`src/rtl/sha_pkg.sv`:
```
// ----------------------------------------------------------------------------
// sha_pkg
// Shared types, round constants and initial hash values for the hasher.
// ----------------------------------------------------------------------------
`default_nettype none
package sha_pkg;

  localparam int unsigned BlockBits = 512;
  localparam logic [7:0] PadMark = 8'h80;
  localparam logic [5:0] LengthAt = 6'd56;
  localparam logic [3:0] ChunkBytes = 4'd8;

  typedef logic [31:0] word_t;

  typedef enum logic [2:0] {
    SH_NONE  = 3'd0,
    SH_CHUNK = 3'd1,
    SH_PAD   = 3'd2,
    SH_ZERO  = 3'd3,
    SH_LEN   = 3'd4
  } shift_sel_t;

  typedef struct packed {
    logic       load_chunk;
    shift_sel_t shift_sel;
    logic       init_work;
    logic       do_round;
    logic [5:0] rnd;
    logic       do_update;
    logic       restart;
    logic [1:0] out_idx;
  } sha_cmd_t;

  typedef struct packed {
    logic fill_last;
    logic fill_at_len;
  } sha_stat_t;

  localparam word_t HashInit [8] = '{
    32'h6a09e667, 32'hbb67ae85, 32'h3c6ef372, 32'ha54ff53a,
    32'h510e527f, 32'h9b05688c, 32'h1f83d9ab, 32'h5be0cd19
  };

  localparam word_t RoundK [64] = '{
    32'h428a2f98, 32'h71374491, 32'hb5c0fbcf, 32'he9b5dba5, 32'h3956c25b, 32'h59f111f1,
    32'h923f82a4, 32'hab1c5ed5, 32'hd807aa98, 32'h12835b01, 32'h243185be, 32'h550c7dc3,
    32'h72be5d74, 32'h80deb1fe, 32'h9bdc06a7, 32'hc19bf174, 32'he49b69c1, 32'hefbe4786,
    32'h0fc19dc6, 32'h240ca1cc, 32'h2de92c6f, 32'h4a7484aa, 32'h5cb0a9dc, 32'h76f988da,
    32'h983e5152, 32'ha831c66d, 32'hb00327c8, 32'hbf597fc7, 32'hc6e00bf3, 32'hd5a79147,
    32'h06ca6351, 32'h14292967, 32'h27b70a85, 32'h2e1b2138, 32'h4d2c6dfc, 32'h53380d13,
    32'h650a7354, 32'h766a0abb, 32'h81c2c92e, 32'h92722c85, 32'ha2bfe8a1, 32'ha81a664b,
    32'hc24b8b70, 32'hc76c51a3, 32'hd192e819, 32'hd6990624, 32'hf40e3585, 32'h106aa070,
    32'h19a4c116, 32'h1e376c08, 32'h2748774c, 32'h34b0bcb5, 32'h391c0cb3, 32'h4ed8aa4a,
    32'h5b9cca4f, 32'h682e6ff3, 32'h748f82ee, 32'h78a5636f, 32'h84c87814, 32'h8cc70208,
    32'h90befffa, 32'ha4506ceb, 32'hbef9a3f7, 32'hc67178f2
  };

  function automatic word_t rotr(input word_t v, input int unsigned n);
    return (v >> n) | (v << (32 - n));
  endfunction

endpackage
`default_nettype wire

```
`src/rtl/sha_if.sv`:
```
// ----------------------------------------------------------------------------
// sha_if
// Valid/ready channels for message chunks and digest words.
// ----------------------------------------------------------------------------
`default_nettype none
interface sha_chunk_if;
  logic        valid;
  logic        ready;
  logic [63:0] message_chunk;
  logic [3:0]  valid_bytes;
  logic        end_of_message;
  modport source (output valid, message_chunk, valid_bytes, end_of_message, input ready);
  modport sink (input valid, message_chunk, valid_bytes, end_of_message, output ready);
endinterface

interface sha_digest_if;
  logic        valid;
  logic        ready;
  logic [63:0] digest_pair;
  logic        digest_last;
  modport source (output valid, digest_pair, digest_last, input ready);
  modport sink (input valid, digest_pair, digest_last, output ready);
endinterface
`default_nettype wire

```
`src/rtl/sha_datapath.sv`:
```
// ----------------------------------------------------------------------------
// sha_datapath
// Block shift buffer, message schedule, round unit and hash state.
// ----------------------------------------------------------------------------
`default_nettype none
module sha_datapath (
  input  wire logic             clk,
  input  wire logic             rst,
  input  wire sha_pkg::sha_cmd_t cmd,
  output sha_pkg::sha_stat_t    stat,
  input  wire logic [63:0]      message_chunk,
  input  wire logic [3:0]       chunk_count,
  output logic [63:0]           digest_pair
);
  import sha_pkg::*;

  logic [5:0]           fill;
  logic [BlockBits-1:0] blk;
  logic [63:0]          chunk;
  logic [63:0]          bits;
  word_t                hash [8];
  word_t                wk [8];
  logic [7:0]           byte_in;
  word_t                w0, w1, w9, w14, w_new, s0, s1;
  word_t                ch, maj, se, sa, t1, t2;

  assign stat.fill_last   = (fill == 6'd63);
  assign stat.fill_at_len = (fill == LengthAt);

  always_comb begin
    unique case (cmd.shift_sel)
      SH_CHUNK: byte_in = chunk[63:56];
      SH_PAD:   byte_in = PadMark;
      SH_LEN:   byte_in = bits[63:56];
      default:  byte_in = 8'd0;
    endcase
  end

  assign w0    = blk[511:480];
  assign w1    = blk[479:448];
  assign w9    = blk[223:192];
  assign w14   = blk[63:32];
  assign s0    = rotr(w1, 7) ^ rotr(w1, 18) ^ (w1 >> 3);
  assign s1    = rotr(w14, 17) ^ rotr(w14, 19) ^ (w14 >> 10);
  assign w_new = w0 + s0 + w9 + s1;

  assign ch  = (wk[4] & wk[5]) ^ (~wk[4] & wk[6]);
  assign maj = (wk[0] & wk[1]) ^ (wk[0] & wk[2]) ^ (wk[1] & wk[2]);
  assign se  = rotr(wk[4], 6) ^ rotr(wk[4], 11) ^ rotr(wk[4], 25);
  assign sa  = rotr(wk[0], 2) ^ rotr(wk[0], 13) ^ rotr(wk[0], 22);
  assign t1  = wk[7] + se + ch + RoundK[cmd.rnd] + w0;
  assign t2  = sa + maj;

  assign digest_pair = {hash[{cmd.out_idx, 1'b0}], hash[{cmd.out_idx, 1'b1}]};

  always_ff @(posedge clk) begin
    if (rst) begin
      fill <= '0;
    end else if (cmd.restart) begin
      fill <= '0;
    end else if (cmd.shift_sel != SH_NONE) begin
      fill <= fill + 6'd1;
    end
  end

  always_ff @(posedge clk) begin
    if (rst || cmd.restart) begin
      bits <= '0;
      for (int i = 0; i < 8; i++) hash[i] <= HashInit[i];
    end else begin
      if (cmd.load_chunk) bits <= bits + {57'd0, chunk_count, 3'd0};
      else if (cmd.shift_sel == SH_LEN) bits <= {bits[55:0], 8'd0};
      if (cmd.do_update) begin
        for (int i = 0; i < 8; i++) hash[i] <= hash[i] + wk[i];
      end
    end
  end

  always_ff @(posedge clk) begin
    if (cmd.load_chunk) chunk <= message_chunk;
    else if (cmd.shift_sel == SH_CHUNK) chunk <= {chunk[55:0], 8'd0};
    if (cmd.shift_sel != SH_NONE) blk <= {blk[BlockBits-9:0], byte_in};
    else if (cmd.do_round) blk <= {blk[BlockBits-33:0], w_new};
    if (cmd.init_work) begin
      for (int i = 0; i < 8; i++) wk[i] <= hash[i];
    end else if (cmd.do_round) begin
      wk[0] <= t1 + t2;
      wk[1] <= wk[0];
      wk[2] <= wk[1];
      wk[3] <= wk[2];
      wk[4] <= wk[3] + t1;
      wk[5] <= wk[4];
      wk[6] <= wk[5];
      wk[7] <= wk[6];
    end
  end
endmodule
`default_nettype wire

```
`src/rtl/sha_ctrl.sv`:
```
// ----------------------------------------------------------------------------
// sha_ctrl
// Sequencer for byte append, padding, compression rounds and digest output.
// ----------------------------------------------------------------------------
`default_nettype none
module sha_ctrl (
  input  wire logic              clk,
  input  wire logic              rst,
  input  wire logic              in_valid,
  output logic                   in_ready,
  input  wire logic [3:0]        valid_bytes,
  input  wire logic              end_of_message,
  output logic                   out_valid,
  input  wire logic              out_ready,
  output logic                   out_last,
  output logic [3:0]             chunk_count,
  output sha_pkg::sha_cmd_t      cmd,
  input  wire sha_pkg::sha_stat_t stat
);
  import sha_pkg::*;

  typedef enum logic [7:0] {
    S_IDLE   = 8'b00000001,
    S_LOAD   = 8'b00000010,
    S_PAD    = 8'b00000100,
    S_ZERO   = 8'b00001000,
    S_LEN    = 8'b00010000,
    S_ROUND  = 8'b00100000,
    S_UPDATE = 8'b01000000,
    S_OUT    = 8'b10000000
  } state_t;

  state_t     state, state_next, ret, ret_next;
  logic [3:0] rem, rem_next;
  logic [5:0] rnd, rnd_next;
  logic [1:0] idx, idx_next;
  logic       eom, eom_next;

  assign chunk_count = (valid_bytes > ChunkBytes) ? ChunkBytes : valid_bytes;
  assign in_ready    = (state == S_IDLE);
  assign out_valid   = (state == S_OUT);
  assign out_last    = (idx == 2'd3);

  always_comb begin
    state_next = state;
    ret_next   = ret;
    rem_next   = rem;
    rnd_next   = rnd;
    idx_next   = idx;
    eom_next   = eom;
    cmd        = '0;
    cmd.rnd     = rnd;
    cmd.out_idx = idx;
    unique case (state)
      S_IDLE: begin
        if (in_valid) begin
          cmd.load_chunk = 1'b1;
          rem_next       = chunk_count;
          eom_next       = end_of_message;
          state_next     = S_LOAD;
        end
      end
      S_LOAD: begin
        if (rem == 4'd0) begin
          state_next = eom ? S_PAD : S_IDLE;
        end else begin
          cmd.shift_sel = SH_CHUNK;
          rem_next      = rem - 4'd1;
          if (stat.fill_last) begin
            cmd.init_work = 1'b1;
            rnd_next      = '0;
            ret_next      = S_LOAD;
            state_next    = S_ROUND;
          end
        end
      end
      S_PAD: begin
        cmd.shift_sel = SH_PAD;
        state_next    = S_ZERO;
        if (stat.fill_last) begin
          cmd.init_work = 1'b1;
          rnd_next      = '0;
          ret_next      = S_ZERO;
          state_next    = S_ROUND;
        end
      end
      S_ZERO: begin
        if (stat.fill_at_len) begin
          rem_next   = ChunkBytes;
          state_next = S_LEN;
        end else begin
          cmd.shift_sel = SH_ZERO;
          if (stat.fill_last) begin
            cmd.init_work = 1'b1;
            rnd_next      = '0;
            ret_next      = S_ZERO;
            state_next    = S_ROUND;
          end
        end
      end
      S_LEN: begin
        cmd.shift_sel = SH_LEN;
        rem_next      = rem - 4'd1;
        if (stat.fill_last) begin
          cmd.init_work = 1'b1;
          rnd_next      = '0;
          ret_next      = S_OUT;
          state_next    = S_ROUND;
        end
      end
      S_ROUND: begin
        cmd.do_round = 1'b1;
        rnd_next     = rnd + 6'd1;
        if (rnd == 6'd63) state_next = S_UPDATE;
      end
      S_UPDATE: begin
        cmd.do_update = 1'b1;
        idx_next      = '0;
        state_next    = ret;
      end
      S_OUT: begin
        if (out_ready) begin
          idx_next = idx + 2'd1;
          if (idx == 2'd3) begin
            cmd.restart = 1'b1;
            state_next  = S_IDLE;
          end
        end
      end
      default: state_next = S_IDLE;
    endcase
  end

  always_ff @(posedge clk) begin
    if (rst) begin
      state <= S_IDLE;
      ret   <= S_IDLE;
      rem   <= '0;
      rnd   <= '0;
      idx   <= '0;
      eom   <= 1'b0;
    end else begin
      state <= state_next;
      ret   <= ret_next;
      rem   <= rem_next;
      rnd   <= rnd_next;
      idx   <= idx_next;
      eom   <= eom_next;
    end
  end
endmodule
`default_nettype wire

```
`src/rtl/sha256_message_hasher.sv`:
```
// ----------------------------------------------------------------------------
// sha256_message_hasher
// SHA-256 over a byte message fed as chunks of up to eight bytes.
// ----------------------------------------------------------------------------
// channel | dir | payload
// chunk   | in  | message_chunk[63:0], valid_bytes[3:0], end_of_message
// digest  | out | digest_pair[63:0], digest_last
//
// A chunk appends one byte per cycle, pausing for the rounds whenever the block fills.
// Each full block runs 64 rounds on the single round unit, then an update.
// Finish adds padding bytes, one or two blocks, then four digest transfers.
// One chunk is in work at a time; digest stalls hold the block.
// Reset is synchronous; hash state returns to the initial values.
// ----------------------------------------------------------------------------
`default_nettype none
module sha256_message_hasher (
  input  wire logic clk,
  input  wire logic rst,
  sha_chunk_if.sink   chunk,
  sha_digest_if.source digest
);
  import sha_pkg::*;

  sha_cmd_t   cmd;
  sha_stat_t  stat;
  logic [3:0] chunk_count;

  sha_ctrl u_ctrl (
    .clk            (clk),
    .rst            (rst),
    .in_valid       (chunk.valid),
    .in_ready       (chunk.ready),
    .valid_bytes    (chunk.valid_bytes),
    .end_of_message (chunk.end_of_message),
    .out_valid      (digest.valid),
    .out_ready      (digest.ready),
    .out_last       (digest.digest_last),
    .chunk_count    (chunk_count),
    .cmd            (cmd),
    .stat           (stat)
  );

  sha_datapath u_dp (
    .clk           (clk),
    .rst           (rst),
    .cmd           (cmd),
    .stat          (stat),
    .message_chunk (chunk.message_chunk),
    .chunk_count   (chunk_count),
    .digest_pair   (digest.digest_pair)
  );

`ifndef SYNTH
  a_no_overlap: assert property (@(posedge clk) disable iff (rst)
    !(chunk.ready && digest.valid))
    else $error("input taken during digest output");
  a_last_idle: assert property (@(posedge clk) disable iff (rst)
    (digest.valid && digest.ready && digest.digest_last) |=> chunk.ready)
    else $error("no return to idle after digest");
  a_take_busy: assert property (@(posedge clk) disable iff (rst)
    (chunk.valid && chunk.ready) |=> !chunk.ready)
    else $error("chunk transfer not processed");
`endif
endmodule
`default_nettype wire
```
`src/flat_wrapper.sv`:
```
// flat-port wrapper written by rule: the top's interface ports become plain ports
module sha256_message_hasher_flat import sha_pkg::*;
  (clk, rst, chunk_valid, chunk_message_chunk, chunk_valid_bytes, chunk_end_of_message, chunk_ready, digest_valid, digest_digest_pair, digest_digest_last, digest_ready);
  sha_chunk_if chunk_i ();
  sha_digest_if digest_i ();
  input  wire logic clk;
  input  wire logic rst;
  input wire logic [$bits(chunk_i.valid)-1:0] chunk_valid;
  input wire logic [$bits(chunk_i.message_chunk)-1:0] chunk_message_chunk;
  input wire logic [$bits(chunk_i.valid_bytes)-1:0] chunk_valid_bytes;
  input wire logic [$bits(chunk_i.end_of_message)-1:0] chunk_end_of_message;
  output wire logic [$bits(chunk_i.ready)-1:0] chunk_ready;
  output wire logic [$bits(digest_i.valid)-1:0] digest_valid;
  output wire logic [$bits(digest_i.digest_pair)-1:0] digest_digest_pair;
  output wire logic [$bits(digest_i.digest_last)-1:0] digest_digest_last;
  input wire logic [$bits(digest_i.ready)-1:0] digest_ready;
  assign chunk_i.valid = chunk_valid;
  assign chunk_i.message_chunk = chunk_message_chunk;
  assign chunk_i.valid_bytes = chunk_valid_bytes;
  assign chunk_i.end_of_message = chunk_end_of_message;
  assign chunk_ready = chunk_i.ready;
  assign digest_valid = digest_i.valid;
  assign digest_digest_pair = digest_i.digest_pair;
  assign digest_digest_last = digest_i.digest_last;
  assign digest_i.ready = digest_ready;
  sha256_message_hasher u_core (.clk(clk), .rst(rst), .chunk(chunk_i), .digest(digest_i));
endmodule
```
`config.mk`:
```
export PLATFORM = sky130hd
export DESIGN_NAME = sha256_message_hasher_flat
export DESIGN_NICKNAME = d
export VERILOG_FILES = /design/src/rtl/sha_pkg.sv /design/src/rtl/sha_if.sv /design/src/rtl/sha_datapath.sv /design/src/rtl/sha_ctrl.sv /design/src/rtl/sha256_message_hasher.sv /design/src/flat_wrapper.sv
export SDC_FILE = /design/constraint.sdc
export NUM_CORES = 2
export LEC_CHECK = 0
export ABC_AREA = 1
export BUFFER_PORTS_ARGS = -buffer_cell sky130_fd_sc_hd__buf_2
export CORE_MARGIN = 3
export CORE_UTILIZATION = 35
export CTS_BUF_LIST = sky130_fd_sc_hd__clkbuf_8
export CTS_CLUSTER_SIZE = 20
export DETAILED_ROUTE_END_ITERATION = 8
export PLACE_DENSITY = 0.58
export REMOVE_ABC_BUFFERS = 1
export SYNTH_ARGS = -nofsm -noshare
export SYNTH_HDL_FRONTEND = slang
export SYNTH_SLANG_ARGS = --single-unit
```
`constraint.sdc`:
```
create_clock -name clk -period 17.4 [get_ports clk]
set_clock_uncertainty 0.1 [all_clocks]
set_input_delay 3.48 -clock clk [delete_from_list [all_inputs] [get_ports clk]]
set_output_delay 3.48 -clock clk [all_outputs]
set_load 0.05 [all_outputs]
```
**Word level (Yosys, flattened, before mapping)**

Memory sizes are Yosys's and may differ from the RTL's. A register that Yosys moved wholly into a read port is not among the register bits.
Index checks and enable logic that the tools add are counted.

- Register bits: 675
- Memories kept: 3
- Output and inout port bits: 67
- Word-level logic and storage cells: 201
- Bits of input ports: 73
- ROM bits: 2048
- Memory bits (writable): 512

- $add $sub $neg: 23
- Bitwise logic cells: 44
- Equal/unequal tests: 24
- Muxes and demuxes: 77
- Reduce and logical (&&, ||, !) cells: 18
- Order comparisons: 2

Memory list:

| name | depth | width | read ports | clocked after memory_dff | wr ports | RTL line | text |
|---|---|---|---|---|---|---|---|
| (name not given) | 64 | 32 | 1 | 0 | 0 | sha_datapath.sv:51 | `assign t1 = wk[7] + se + ch + RoundK[cmd.rnd] + w0;` |
| u_core.u_dp.hash | 8 | 32 | 10 | 2 | 8 | sha_datapath.sv:21 | `word_t hash [8];` |
| u_core.u_dp.wk | 8 | 32 | 8 | 0 | 8 | sha_datapath.sv:22 | `word_t wk [8];` |

Operators with widths:

| kind | count |
|---|---|
| $mux 512 | 2 |
| $add 32x32->32 | 18 |
| $mux 32 | 18 |
| $xor 32x32->32 | 9 |
| $mux 64 | 4 |
| $and 32x32->32 | 5 |
| $mux 8 | 12 |
| $add 64x7->64 | 1 |
| $pmux 8 s8 | 1 |
| $not 32->32 | 1 |
| $or 10x32->32 | 1 |
| $or 13x32->32 | 1 |
| $or 14x32->32 | 1 |
| $or 15x32->32 | 1 |
| $or 19x32->32 | 1 |
| $or 21x32->32 | 1 |
| $or 25x32->32 | 1 |
| $or 26x32->32 | 1 |
| $or 30x32->32 | 1 |
| $or 7x32->32 | 1 |
| $pmux 4 s4 | 2 |
| $pmux 8 s4 | 1 |
| $xor 32x22->32 | 1 |
| $xor 32x29->32 | 1 |
| other kinds (40) | 102 |

**Depth between registers and ports, before layout**

An unclocked memory read counts as a cell.

- Word-level depth: 10
- Mapped depth: 41
- Depth with buffers taken out: 40

**Cells and area by module**

Synthesis repeated with hierarchy kept, for this count alone.

- Cells, all modules: 10393
- Area total of the unflattened synthesis: 83146.0 µm²

Modules (own cells, without submodules):

| module | cells each | seq. area each (µm²) | area each (µm²) | times used |
|---|---|---|---|---|
| sha_datapath | 10149 | 34012.6 | 81572.0 | 1 |
| sha_ctrl | 244 | 500.5 | 1574.0 | 1 |

**Least setup slack after synthesis**

OpenSTA, ideal clock, no wires.

- Path type: flip-flop to flip-flop
- From: register u_core.u_ctrl.rem[0]
- To: register u_core.u_dp.blk[0], enable pin
- Clock period less this slack: 13.649 ns
- Setup slack: 3.751 ns
- Setup time: 3.664 ns
- Arrival time: 9.885 ns
- Data required time: 13.636 ns
- Buffers on the path: 3
- Stages on the path, launching flop included: 11
- Cell sequence: dfxtp_1 -> inv_1 -> ha_1 -> nand3_1 -> nand2_1 -> nand4_2 -> inv_2 -> buf_4 -> buf_2 -> buf_2 -> nand2_1

- Cells in the longest elaborated chain, start to end: 5

RTL lines:

| what | RTL line | text |
|---|---|---|
| from (decl) | sha_ctrl.sv:34 | `logic [3:0] rem, rem_next;` |
| from (signal assigned) | sha_ctrl.sv:145 | `rem <= rem_next;` |
| $logic_not 4->1 | sha_ctrl.sv:64 | `if (rem == 4'd0) begin` |
| $mux 2 | sha_ctrl.sv:64 |  |
| $pmux 4 s4 | sha_ctrl.sv:54 | `unique case (state)` |
| $reduce_bool 3->1 | sha_datapath.sv:82 | `if (cmd.shift_sel != SH_NONE) blk <= {blk[BlockBits-9:0], byte_in};` |
| $reduce_bool 2->1 (no line) | -- |  |
| to (signal assigned) | sha_datapath.sv:82 |  |
| to (signal assigned) | sha_datapath.sv:83 | `else if (cmd.do_round) blk <= {blk[BlockBits-33:0], w_new};` |
| to (decl) | sha_datapath.sv:18 | `logic [BlockBits-1:0] blk;` |

No other way between the ends.
A chain may end at the register's enable or synchronous reset.

==> metrics.yaml <==
status:
  status: "finished clean"
critical_path:
  crit_path_end_kind: "register"
  crit_type: "reg2reg"
  arrival_ns: 9.83
  critPathMaxFanout: 16
  critPathMostFrequentCell: "nand2_1"
  slowest_stage: "dfxtp_1"
  required_ns: 18.08
  crit_path_start_kind: "register"
  cpLargestDelayFamily: "adder cells"
  cpPeakStageDelay_ns: 0.81
  reg2reg_depth: 32
  path_buf_inv: 4
  path_depth: 32
layout:
  utilization_pct: 38.65
  multi_input_area_um2: 42950
  num-nets-final: 11160
  synthToLayoutAreaGrowth_pct: 9.244
  design_area_um2: 91320
  drive_above_1_share_pct: 5.770
  regArea_um2: 34560
  fillers: 24640
clock_network:
  htreeDepth: 4
  cts_sinks: 1182
  cts_resized: 0
  cts-root-buf: "clkbuf_8"
  clk_latency_ns: 1.07
  numCtsBuffers: 223
  path_clk_slew_ns: 0.07
  ctsHoldBuffers: 0
  cts_buffer_depth: 3
  cts_setup_buffers: 0
  cts_tree: "built"
placement:
  dp_hpwl_um: 282700
  place_congestion: 1.013
  placed_cell_area_um2: 87020
  port_buffers: 139
  pre_cts_ws_ns: 8.488
logic_synthesis:
  synth.distinct_cells: 67
  mappedNetlistArea_um2: 83590
  synthFlopType: "edfxtp_1"
  yosysTopAreaCell: "edfxtp_1"
  synth_top_family_by_area: "simple AND/OR/NAND/NOR gates"
  synth-edff-count: 1088
  synth_compound_area_share_pct: 13.74
  synth-async-reset-ratio_pct: 0
  synthAdderAreaFrac_pct: 10.70
  synth-seq-cells: 1182
  postSynthCellCount: 10470
  yosysWarnings: 0
  netlist.area_leader.share_pct: 39.08
  seq_area_frac_synth_pct: 41.34
  synth_xor_xnor_area_share_pct: 3.824
  synthTopCellsByArea: "edfxtp_1 (39%), nand2_1 (14%), ha_1 (6.0%), o21ai_0 (5.3%), inv_1 (5.1%)"
  avgSynthCellArea_um2: 7.982
  muxShareOfSynthArea_pct: 0.3113
  synth-simple-area-share_pct: 22.72
pwr:
  vdd_drop_max_uv: 64.83
  clockPowerShare_pct: 30.7
  p_int_mw: 5.502
  p_total_mw: 8.817
  combPwrFrac_pct: 29.0
  p_sw_mw: 3.315
  p_leak_nw: 39.69
  swShare_pct: 37.60
  cellPowerDensity_nw_per_um2: 96.55
  power.share.sequential_pct: 40.4
global_routing:
  grt_pass1_wl_um: 513500
  grt.total_usage_pct: 28.73
  first_global_vias: 72590
  antenna_found_initial: 13
  gr-total-overflow: 0
  grt_max_degree: 243
floorplanning:
  rows: 178
  die_area_um2: 244700
  ioPinCount: 140
  die_y_um: 494.7
  core_um2: 236300
  start_util_pct: 35.38
  die_w_um: 494.7
timing:
  finalCritPeriodShare_pct: 52.58
  setup_ws_ns: 8.251
  timing.fmax_ghz: 0.1093
  report.final.slew_viol_count: 0
  hold_viol: 0
  tightest_slew_ns: 1.193
  max_slew_margin_pct: 20.44
  rsz0062_at_grt: "no"
  fin_crit_ns: 9.149
  setup_viol: 0
drt:
  viasPerCell: 5.457
  drtAntennaViolNets: 0
  num_vias: 75470
  drc: 0
  routed_wl_um: 360400
  avgRoutedWirePerCell_um: 26.06
  drtIter0Drc: 7938
  first_pass_iters: 6
run:
  cap_violations: 0
min_path:
  hold_path_depth: 2
  hold_class: "reg2reg"
==> path summary, 6_finish.rpt <==
path / slack [ns] / start / to
worst max-delay path: 8.25 / u_core.u_ctrl.rnd[0] / u_core.u_dp.wk[0][31]
worst min-delay path: 0.37 / u_core.u_ctrl.ret[7] / u_core.u_ctrl.state[7]
worst max register to register: 8.25 / u_core.u_ctrl.rnd[0] / u_core.u_dp.wk[0][31]
worst min register to register: 0.37 / u_core.u_ctrl.ret[7] / u_core.u_ctrl.state[7]
==> cell usage in the layout (no fill, tap or decap), drive strengths merged, types with 28 or more instances in the layout <==
master,count
a21boi,29
a21o,66
a21oi,681
a221oi,28
a31oi,63
buf,204
clkbuf,223
clkinv,103
dfxtp,94
edfxtp,1088
fa,196
ha,399
inv,1229
nand2,3178
nand3,407
nand4,123
nor2,718
nor3,122
nor4,34
o211ai,42
o21a,47
o21ai,889
o21bai,43
o22ai,73
or2,70
xnor2,170
xor2,195
==> flip-flops by register name, indices dropped and copies added (netlist names), named ones only <==
signal,flops
u_core.u_dp.blk,512
u_core.u_dp.hash,256
u_core.u_dp.wk,256
u_core.u_dp.chunk,64
u_core.u_dp.bits,61
u_core.u_ctrl.state,8
u_core.u_ctrl.rnd,6
u_core.u_dp.fill,6
u_core.u_ctrl.rem,4
u_core.u_ctrl.ret,4
u_core.u_ctrl.idx,2
u_core.u_ctrl.eom,1
==> power groups by stage <==
| stage | logic, mW | clock network (mW) | registers, mW |
|---|---|---|---|
| finish | 2.55 | 2.70 | 3.56 |
| floorplan | 1.70 | 0 | 3.60 |
| detailed placement | 2.51 | 0 | 3.61 |
| CTS | 2.52 | 2.77 | 3.55 |
| global placement | 2.51 | 0 | 3.61 |
| global route | 2.82 | 2.89 | 3.57 |
==> per-stage QoR <==
step | hold WS (ns) | std cells | TNS (ns)
after global routing | 0.3896 | 13830 | 0
after global placement | 0.3537 | 13420 | 0
after CTS | 0.3689 | 13830 | 0
final | 0.3689 | 13830 | 0
after floorplan | 0.3361 | 10060 | -5126.88
after detailed placement | 0.3580 | 13420 | 0
==> cells in the mapped netlist, types with 5 or more instances <==
| cell | count |
|---|---|
| o21ai_1 | 5 |
| inv_1 | 1142 |
| o21bai_1 | 43 |
| o31ai_1 | 18 |
| nand2_1 | 3174 |
| nor3_1 | 119 |
| a32oi_1 | 5 |
| buf_2 | 102 |
| a21oi_1 | 680 |
| o211ai_1 | 42 |
| dfxtp_1 | 94 |
| o21ai_0 | 883 |
| nor2_1 | 710 |
| xor2_1 | 195 |
| edfxtp_1 | 1088 |
| or2_2 | 67 |
| nand4_1 | 121 |
| nor2_2 | 7 |
| clkbuf_1 | 250 |
| fa_1 | 196 |
| a211oi_1 | 11 |
| o311ai_0 | 8 |
| buf_4 | 35 |
| o21a_1 | 47 |
| a21o_1 | 66 |
| o221ai_1 | 16 |
| a22oi_1 | 5 |
| nand3_1 | 406 |
| nor3b_1 | 5 |
| nor4_1 | 32 |
| buf_1 | 20 |
| a31oi_1 | 63 |
| o22ai_1 | 73 |
| ha_1 | 399 |
| a21boi_0 | 29 |
| nand3b_1 | 17 |
| inv_2 | 11 |
| mux2i_1 | 26 |
| xnor2_1 | 170 |
| a31o_2 | 10 |
| a221oi_1 | 28 |
==> cell type report <==
type                            instances  share of cell area [%]
Clock buffer                          223                   3.361
Multi-Input combinational cell       7724                   47.04
Antenna cell                            4                 0.01096
Timing Repair Buffer                  204                   1.324
Clock inverter                        186                   1.336
Sequential cell                      1182                   37.84
Inverter                             1157                   4.772
Tap cell                             3150                   4.316
==> worst min-delay path, cell delays in order, from the launching register on <==
cell and delay [ns]:
dfxtp_1 0.31, nand2_1 0.06, a21oi_1 0.06
==> layer usage <==
layer	vias to the layer above	wire length (µm)	GRT usage, %
met3	605	26040	4.840
met5	-	29	0
li1	35160	-	-
met2	3001	159100	44.28
met4	4	19140	13.34
met1	36710	156100	39.33
==> cell families after synthesis <==
logic type / Yosys count
AND/OR/NAND/NOR: 4679
AO/OA/AOI/OAI: 2056
buffers and inverters: 1567
flip-flops: 1182
adder cells (fa/ha/maj): 598
XOR/XNOR: 365
multiplexers: 26
No activity file was read; power rests on OpenSTA's default activity.
